--- config.mk ---
export PLATFORM = sky130hd
export DESIGN_NAME = protection_fault_latch
export DESIGN_NICKNAME = d
export VERILOG_FILES = /design/src/rtl/core/pfl_pkg.sv /design/src/rtl/core/protection_fault_latch.sv /design/src/rtl/core/pfl_cfg.sv /design/src/rtl/core/pfl_step.sv
export SDC_FILE = /design/constraint.sdc
export NUM_CORES = 1
export LEC_CHECK = 0
export ABC_AREA = 1
export BUFFER_PORTS_ARGS = -buffer_cell sky130_fd_sc_hd__buf_2
export CORE_MARGIN = 2
export CORE_UTILIZATION = 60
export CTS_CLUSTER_SIZE = 14
export DETAILED_ROUTE_END_ITERATION = 7
export PLACE_DENSITY = 0.86
export SETUP_SLACK_MARGIN = 0.3
export SLEW_MARGIN = 10
export SYNTH_ARGS = -nofsm -noshare
export SYNTH_HDL_FRONTEND = slang
export SYNTH_SLANG_ARGS = --single-unit
--- constraint.sdc ---
create_clock -name clk -period 3.9 [get_ports clk]
set_input_delay 0.585 -clock clk [delete_from_list [all_inputs] [get_ports clk]]
set_output_delay 0.585 -clock clk [all_outputs]
set_load 0.1 [all_outputs]
--- src/rtl/core/pfl_pkg.sv ---
`timescale 1ns / 1ps
`default_nettype none
// ----------------------------------------------------------------------------
// pfl_pkg
// Shared constants, register indexes and types of the protection fault latch.
// ----------------------------------------------------------------------------
package pfl_pkg;

  localparam int WORD_BITS = 16;
  localparam int NUM_MODES = 4;

  localparam int LANE_BITS = 16;
  localparam int CFG_BITS  = 64;
  localparam int MODE_BITS = 3;
  localparam int LAST_BITS = 2;

  localparam logic [MODE_BITS-1:0] MODE_LIMIT = MODE_BITS'(NUM_MODES);
  localparam logic [LAST_BITS-1:0] LAST_RESET = LAST_BITS'(3);

  typedef logic [WORD_BITS-1:0] word_t;

  typedef enum logic [2:0] {
    REG_ACTIVE      = 3'd0,
    REG_NORMAL      = 3'd1,
    REG_ALARM       = 3'd2,
    REG_NORMAL_REL  = 3'd3,
    REG_ALARM_REL   = 3'd4,
    REG_BAN         = 3'd5,
    REG_LAST_STATE  = 3'd6
  } cfg_index_t;

  typedef struct packed {
    word_t act;
    word_t nm;
    word_t am;
    word_t nrel;
    word_t arel;
    word_t ban;
  } pfl_lanes_t;

  function automatic word_t lane_sel(input logic [CFG_BITS-1:0] packed_masks,
                                     input logic [LAST_BITS-1:0] sel);
    logic [LANE_BITS-1:0] l;
    l = packed_masks[{sel, 4'b0000} +: LANE_BITS];
    return l[WORD_BITS-1:0];
  endfunction

endpackage
`default_nettype wire

--- src/rtl/core/protection_fault_latch.sv ---
`timescale 1ns / 1ps
`default_nettype none
// ----------------------------------------------------------------------------
// protection_fault_latch
// Per-mode protection fault latch with stop requests, hold and start ban.
//
//   channel  direction  handshake          payload
//   in       input      in_valid/in_stall  fault_word, mode_index, clear_request
//   out      output     out_valid/out_stall active/latched/normal/alarm words,
//                                          normal_stop, emergency_stop, start_ban,
//                                          accepted
//   cfg      input      cfg_we             cfg_index, cfg_data
//
// one item per cycle while the result is not stalled; input register, then the
// update logic into the state/result register
// reset clears all latches, flags and masks; last_state resets to 3
// a stalled result holds the state; the input register still takes one item
// ----------------------------------------------------------------------------
module protection_fault_latch
  import pfl_pkg::*;
(
  input  wire logic                 clk,
  input  wire logic                 rst,
  input  wire logic                 cfg_we,
  input  wire logic [2:0]           cfg_index,
  input  wire logic [CFG_BITS-1:0]  cfg_data,
  input  wire logic                 in_valid,
  output logic                      in_stall,
  input  wire logic [15:0]          fault_word,
  input  wire logic [2:0]           mode_index,
  input  wire logic                 clear_request,
  output logic                      out_valid,
  input  wire logic                 out_stall,
  output logic [15:0]               active_word,
  output logic [15:0]               latched_word,
  output logic [15:0]               normal_word,
  output logic [15:0]               alarm_word,
  output logic                      normal_stop,
  output logic                      emergency_stop,
  output logic                      start_ban,
  output logic                      accepted
);

  logic                 s1_valid;
  word_t                s1_word;
  logic [MODE_BITS-1:0] s1_mode;
  logic                 s1_clr;
  logic                 advance, fire, load;

  pfl_lanes_t           lanes;
  logic [LAST_BITS-1:0] last_state;
  word_t                active_reg, latched_reg, normal_reg, alarm_reg;

  assign advance  = !out_valid || !out_stall;
  assign fire     = s1_valid && advance;
  assign in_stall = s1_valid && !advance;
  assign load     = in_valid && !in_stall;

  always_ff @(posedge clk) begin
    if (rst) begin
      s1_valid  <= 1'b0;
      out_valid <= 1'b0;
    end else begin
      if (advance || !s1_valid) begin
        s1_valid <= in_valid;
      end
      if (advance) begin
        out_valid <= s1_valid;
      end
    end
  end

  always_ff @(posedge clk) begin
    if (load) begin
      s1_word <= fault_word[WORD_BITS-1:0];
      s1_mode <= mode_index;
      s1_clr  <= clear_request;
    end
  end

  pfl_cfg u_cfg (
    .clk        (clk),
    .rst        (rst),
    .cfg_we     (cfg_we),
    .cfg_index  (cfg_index),
    .cfg_data   (cfg_data),
    .lane_index (s1_mode[LAST_BITS-1:0]),
    .lanes      (lanes),
    .last_state (last_state)
  );

  pfl_step u_step (
    .clk                (clk),
    .rst                (rst),
    .fire               (fire),
    .word               (s1_word),
    .mode               (s1_mode),
    .clr                (s1_clr),
    .lanes              (lanes),
    .last_state         (last_state),
    .active_reg         (active_reg),
    .latched_reg        (latched_reg),
    .normal_reg         (normal_reg),
    .alarm_reg          (alarm_reg),
    .normal_stop_reg    (normal_stop),
    .emergency_stop_reg (emergency_stop),
    .start_ban_reg      (start_ban),
    .accepted_reg       (accepted)
  );

  assign active_word  = 16'(active_reg);
  assign latched_word = 16'(latched_reg);
  assign normal_word  = 16'(normal_reg);
  assign alarm_word   = 16'(alarm_reg);

  a_stall_needs_item: assert property (@(posedge clk) disable iff (rst)
    in_stall |-> s1_valid && out_valid)
    else $error("input stalled with nothing in flight");

  a_fire_gives_result: assert property (@(posedge clk) disable iff (rst)
    fire |=> out_valid)
    else $error("item advanced without a result");

  a_result_held: assert property (@(posedge clk) disable iff (rst)
    out_valid && out_stall |=> out_valid && $stable(latched_word) && $stable(accepted))
    else $error("stalled result changed");

endmodule
`default_nettype wire

--- src/rtl/core/pfl_cfg.sv ---
`timescale 1ns / 1ps
`default_nettype none
// ----------------------------------------------------------------------------
// pfl_cfg
// Mask register file with per-mode lane selection.
// ----------------------------------------------------------------------------
module pfl_cfg
  import pfl_pkg::*;
(
  input  wire logic                  clk,
  input  wire logic                  rst,
  input  wire logic                  cfg_we,
  input  wire logic [2:0]            cfg_index,
  input  wire logic [CFG_BITS-1:0]   cfg_data,
  input  wire logic [LAST_BITS-1:0]  lane_index,
  output pfl_lanes_t                 lanes,
  output logic [LAST_BITS-1:0]       last_state
);

  logic [CFG_BITS-1:0] active_masks;
  logic [CFG_BITS-1:0] normal_masks;
  logic [CFG_BITS-1:0] alarm_masks;
  logic [CFG_BITS-1:0] normal_release_masks;
  logic [CFG_BITS-1:0] alarm_release_masks;
  logic [CFG_BITS-1:0] ban_masks;

  always_ff @(posedge clk) begin
    if (rst) begin
      active_masks         <= '0;
      normal_masks         <= '0;
      alarm_masks          <= '0;
      normal_release_masks <= '0;
      alarm_release_masks  <= '0;
      ban_masks            <= '0;
      last_state           <= LAST_RESET;
    end else if (cfg_we) begin
      unique case (cfg_index)
        REG_ACTIVE:     active_masks         <= cfg_data;
        REG_NORMAL:     normal_masks         <= cfg_data;
        REG_ALARM:      alarm_masks          <= cfg_data;
        REG_NORMAL_REL: normal_release_masks <= cfg_data;
        REG_ALARM_REL:  alarm_release_masks  <= cfg_data;
        REG_BAN:        ban_masks            <= cfg_data;
        REG_LAST_STATE: last_state           <= cfg_data[LAST_BITS-1:0];
        default: ;
      endcase
    end
  end

  always_comb begin
    lanes.act  = lane_sel(active_masks, lane_index);
    lanes.nm   = lane_sel(normal_masks, lane_index);
    lanes.am   = lane_sel(alarm_masks, lane_index);
    lanes.nrel = lane_sel(normal_release_masks, lane_index);
    lanes.arel = lane_sel(alarm_release_masks, lane_index);
    lanes.ban  = lane_sel(ban_masks, lane_index);
  end

endmodule
`default_nettype wire

--- src/rtl/core/pfl_step.sv ---
`timescale 1ns / 1ps
`default_nettype none
// ----------------------------------------------------------------------------
// pfl_step
// Latch and pending-word update; the state registers form the result register.
// ----------------------------------------------------------------------------
module pfl_step
  import pfl_pkg::*;
(
  input  wire logic                  clk,
  input  wire logic                  rst,
  input  wire logic                  fire,
  input  wire word_t                 word,
  input  wire logic [MODE_BITS-1:0]  mode,
  input  wire logic                  clr,
  input  wire pfl_lanes_t            lanes,
  input  wire logic [LAST_BITS-1:0]  last_state,
  output word_t                      active_reg,
  output word_t                      latched_reg,
  output word_t                      normal_reg,
  output word_t                      alarm_reg,
  output logic                       normal_stop_reg,
  output logic                       emergency_stop_reg,
  output logic                       start_ban_reg,
  output logic                       accepted_reg
);

  word_t normal_pending, alarm_pending, normal_suppress;
  logic  hold_flag;

  word_t active_next, latched_next, normal_next, alarm_next;
  word_t np_next, ap_next, sup_next, np_mid, ap_mid;
  logic  ok, nstop_next, astop_next, ban_next;

  always_comb begin
    ok = (mode < MODE_LIMIT) &&
         ((mode == '0) || (mode <= {1'b0, last_state}));

    active_next  = word & lanes.act;
    latched_next = latched_reg | active_next;
    normal_next  = normal_reg | (active_next & lanes.nm);
    alarm_next   = alarm_reg | (active_next & lanes.am);

    if (hold_flag) begin
      np_mid = normal_pending;
      ap_mid = alarm_pending;
    end else begin
      np_mid = (normal_pending | (latched_next & lanes.nm)) & ~normal_suppress;
      ap_mid = alarm_pending | (latched_next & lanes.am);
    end

    ap_next  = (ap_mid != '0) ? (ap_mid & ~lanes.arel) : ap_mid;
    np_next  = (np_mid != '0) ? (np_mid & ~lanes.nrel) : np_mid;
    sup_next = (np_mid != '0) ? (normal_suppress | lanes.nrel) : normal_suppress;

    nstop_next = (np_next != '0);
    astop_next = (ap_next != '0);
    ban_next   = (((normal_next | alarm_next) & lanes.ban) != '0);
  end

  always_ff @(posedge clk) begin
    if (rst) begin
      active_reg         <= '0;
      latched_reg        <= '0;
      normal_reg         <= '0;
      alarm_reg          <= '0;
      normal_pending     <= '0;
      alarm_pending      <= '0;
      normal_suppress    <= '0;
      hold_flag          <= 1'b0;
      normal_stop_reg    <= 1'b0;
      emergency_stop_reg <= 1'b0;
      start_ban_reg      <= 1'b0;
      accepted_reg       <= 1'b0;
    end else if (fire) begin
      accepted_reg <= ok;
      if (ok) begin
        normal_pending <= np_next;
        alarm_pending  <= ap_next;
        if (clr) begin
          active_reg         <= '0;
          latched_reg        <= '0;
          normal_reg         <= '0;
          alarm_reg          <= '0;
          normal_suppress    <= '0;
          hold_flag          <= 1'b0;
          normal_stop_reg    <= 1'b0;
          emergency_stop_reg <= 1'b0;
          start_ban_reg      <= 1'b0;
        end else begin
          active_reg         <= active_next;
          latched_reg        <= latched_next;
          normal_reg         <= normal_next;
          alarm_reg          <= alarm_next;
          normal_suppress    <= sup_next;
          hold_flag          <= nstop_next && astop_next;
          normal_stop_reg    <= nstop_next;
          emergency_stop_reg <= astop_next;
          start_ban_reg      <= ban_next;
        end
      end
    end
  end

  // rejected mode leaves every latch untouched
  a_reject_stable: assert property (@(posedge clk) disable iff (rst)
    fire && !ok |=> $stable(latched_reg) && $stable(normal_pending) && !accepted_reg)
    else $error("rejected item changed state");

  // clear wipes latches and flags but still updates the pending words
  a_clear_wipes: assert property (@(posedge clk) disable iff (rst)
    fire && ok && clr |=> latched_reg == '0 && !hold_flag && !normal_stop_reg
                          && normal_pending == $past(np_next))
    else $error("clear did not wipe latches");

  // hold only while both stop requests are raised
  a_hold_stops: assert property (@(posedge clk) disable iff (rst)
    hold_flag |-> normal_stop_reg && emergency_stop_reg)
    else $error("hold without both stops");

  // latched word always covers the active word
  a_latch_cover: assert property (@(posedge clk) disable iff (rst)
    (active_reg & ~latched_reg) == '0)
    else $error("active bit not latched");

endmodule
`default_nettype wire
==> results.md <==
- Ranking of synthesized cells by area: dfxtp_1 45%, o21ai_0 13%, nor2_1 11%, nand2_1 6.5%, a21oi_1 6.1%
- CTS resizes: 0
- Synth area leader: dfxtp_1
- # H-tree levels: 2
- Hold Path Depth: 1
- Crit Path Category: reg2reg
- Routed vias: 22400
- Reg2Reg Depth: 15
- YS warnings: 0
- Clock Path Buffers: 3
- Die Ht: a little under 200 microns
- Synth unique cells: 35
- Post-synthesis compound-gate area fraction: 21.0%
- Slowest-stage cell, CP: buf_12
- Post-synthesis mux area share: 0%
- Top-area cell type share of the netlist area: 44.9%
- Worst flop-to-flop path startpoint: s1_mode[0]
- Pre-CTS WS: 0.721 ns
- Ys flop type: dfxtp_1
- Critical path arrival: ~3.9 ns
- Reg area: around 11000 sq um
- Initial core utilization: around three fifths
- FP Rows: 70
- Filler cell count: 3037
- Async SR Flop Fraction: 0%
- Mean Syn Cell Area: a little over 7 sq um
- Seq/Total Area, Yosys: between 40% and 50%
- Multi-input logic area: a little under 10000 sq um
- First-pass GRT wire length: 115 mm
- Max-slew violations: 0
- CTS tree: yes
- Adder-Cell Fraction of Synth Area: 0.111%
- Critical Path Fanout Max: around 190
- R2r setup slk: around 0.5 ns
- DP Area: 23300 sq um
- Most frequent CP cell: nand2_1
- Floorplan Core Area: 36800 sq um
- Tcrit/Tclk final: 87.4%
- Post-Route WL: 76.1 mm
- R2r endpoint: u_step.normal_suppress[14]
- Main combinational cell family by area after synthesis: simple AND/OR/NAND/NOR gates
- Post-synth EDFFs: 20
- RSZ-0062 raised after global routing: false
- Static Leak: between 10 and 15 nW
- Average wire per standard cell: 20.6 microns
- Nets@finish: 3272
- Post-DR vias/cell: approximately 6.1
- Fmax: 293 MHz
- Num CTS Buffers: 52
- DR iter-0 viols: between 3000 and 4000
- Final core area utilization: about two thirds
- Hold Crit Start: fault_word[13]
- Port Buffers: 161
- CTS Sinks: 525
- Setup WS post-layout: 0.490 ns
- Mapped Cells: between 3000 and 4000
- CP Capture Type: flop
- Initial antenna violation count: 17
- Worst skew pair latency: between 0.6 and 0.7 ns
- Area delta synth->final: 11.3%
- Io pins: about 160
- Drt drc: 0
- Synth Cell Area: roughly 23000 sq um
- Total of max-cap violations: 0
- Post-synthesis simple-gate area fraction: approximately 23%
- XOR/XNOR share of the synthesized area: 0%
- DRT Pass-1 Iters: 7
- Critical path cell sequence: buf_12, nand2_1, nand3_1, nand2_1, nand2_1, nand2_1, nand2_1, nand2_1, nand2_1, nand4_1, nor2_2, nand2_2, nand2_4, nand3_1, a21oi_1
- GRT Residual Overflow: 0
- Clk pin slew, worst setup/hold paths: ~0.06 ns
- Max VDD drop: roughly 0.00033 V
- Worst-Margin Slew: approximately 1.2 ns
- Gpl congestion: between 0.9 and 1
- Final-report hold violation count: 0
- Root buf cell: clkbuf_16
- Die Width: 198 microns
- Startpoint Class: flop
- P per Cell Area: slightly below 500 nW/um^2
- Worst path required time: between 4 and 5 ns
- DP HPWL: 50.2 mm
- # Post-CTS Setup Buffers: 0
- ANT nets after route: 0
- Final setup violation count: 0
- Power Total: 12.1 mW
- Register bit count reported by yosys: between 500 and 600
- GRT Util Overall: a little under two fifths
- # hold bufs at CTS: 0
- Syn nets: around 3300
- Critical path's largest stage delay: 0.53 ns
- Largest net degree at the start of global routing: ~190
- Hold WC Path Type: in2reg
- Status: finished clean
- Relative slew slack: approximately 22%
- Minimum clock period: roughly 3.4 ns
- Final setup TNS: 0 ns
- Die area: around 40000 sq um
- Design area: 25000 sq um
- Vias in the first global route: a little under 20000
- Layout cell share with drive strength beyond 1: 10.4%
- Clock Skew: between 0.015 and 0.02 ns
- Hold EP: s1_word[13]
[worst max-delay path, delay by kind of cell (launching register included)]
family	cells	cell delay, ns
AO/OA/AOI/OAI	1	0.16
buffers and inverters	1	0.53
flip-flops	1	0.47
AND/OR/NAND/NOR	13	1.89
[worst max path at each step]
stage,start,endpoint,slack [ns],cells after the start
finish,s1_mode[0],u_step.normal_suppress[14],0.49,15
global route,s1_mode[0],u_step.normal_suppress[14],0.38,15
CTS,s1_mode[0],u_step.normal_suppress[14],0.70,15
detailed placement,s1_mode[0],u_step.normal_suppress[14],0.72,15
global placement,s1_mode[0],u_step.normal_suppress[6],0.83,15
floorplan,out_valid,s1_clr,0.58,5
[per-layer routing]
| metal | track usage (%) | share of wire [%] |
|---|---|---|
| met5 | 0 | 0.10 |
| met4 | 19.5 | 5.3 |
| met3 | 8.78 | 14 |
| met2 | 55.3 | 42 |
| met1 | 53.2 | 39 |
[power breakdown]
group	internal [mW]	switching (mW)	total, mW
Combinational	0.321	0.935	1.26
Clock	2.98	2.16	5.15
Sequential	5.58	0.0893	5.67
[cells in the mapped netlist, types with 9 or more instances]
cell / instances
buf_4: 12
nand4_1: 25
nand2_2: 10
o21ai_0: 567
a21oi_1: 275
nand3_1: 136
nor2_1: 641
edfxtp_1: 20
inv_1: 237
dfxtp_1: 505
nand2_1: 390
o21ai_1: 15
nor3b_1: 17
o21bai_1: 10
o22ai_1: 38
buf_6: 9
buf_2: 37
clkbuf_1: 168
[final cells by class]
type | count | area share [%]
Inverter | 244 | 3.71
Clock inverter | 18 | 0.749
Antenna cell | 11 | 0.110
Sequential cell | 525 | 42.8
Multi-Input combinational cell | 2162 | 39.5
Tap cell | 468 | 2.34
Clock buffer | 75 | 6.26
Timing Repair Buffer | 193 | 4.58
[logic make-up (layout without fill, tap and decap cells)]
logic type                 after synthesis  in the layout
buffers and inverters                  472            530
AOI/OAI and AO/OA                      916            916
adders and majority gates                2              2
and+or+nand+nor                       1244           1244
other                                    0             11
DFF                                    525            525
[cell usage in the layout (no fill, tap or decap), types with 4 or more instances in the layout]
master,netlist,final
o22ai_1,38,38
o21ai_0,567,567
clkbuf_1,168,5
buf_4,12,24
nor3b_2,6,6
nand2_2,10,12
edfxtp_1,20,20
nor3b_1,17,17
buf_2,37,161
nand4_1,25,25
inv_2,6,7
o21bai_1,10,10
nor2_2,2,4
buf_12,0,8
nand3b_1,5,5
diode_2,0,11
clkbuf_16,0,52
nor2_1,641,636
nand2_1,390,388
inv_1,237,234
or2_2,8,8
a211oi_2,8,8
dfxtp_1,505,505
a21oi_1,275,275
clkinv_2,0,11
nand3_1,136,136
clkbuf_8,0,18
o21ai_1,15,15
[metrics by stage]
step	hold WS, ns	cells
2_1_floorplan	0.424	3159
3_3_place_gp	0.433	3592
3_5_place_dp	0.440	3592
4_1_cts	0.143	3685
5_1_grt	0.157	3695
6_report	0.155	3696
Note: power is estimated with default switching activity, not from simulation.
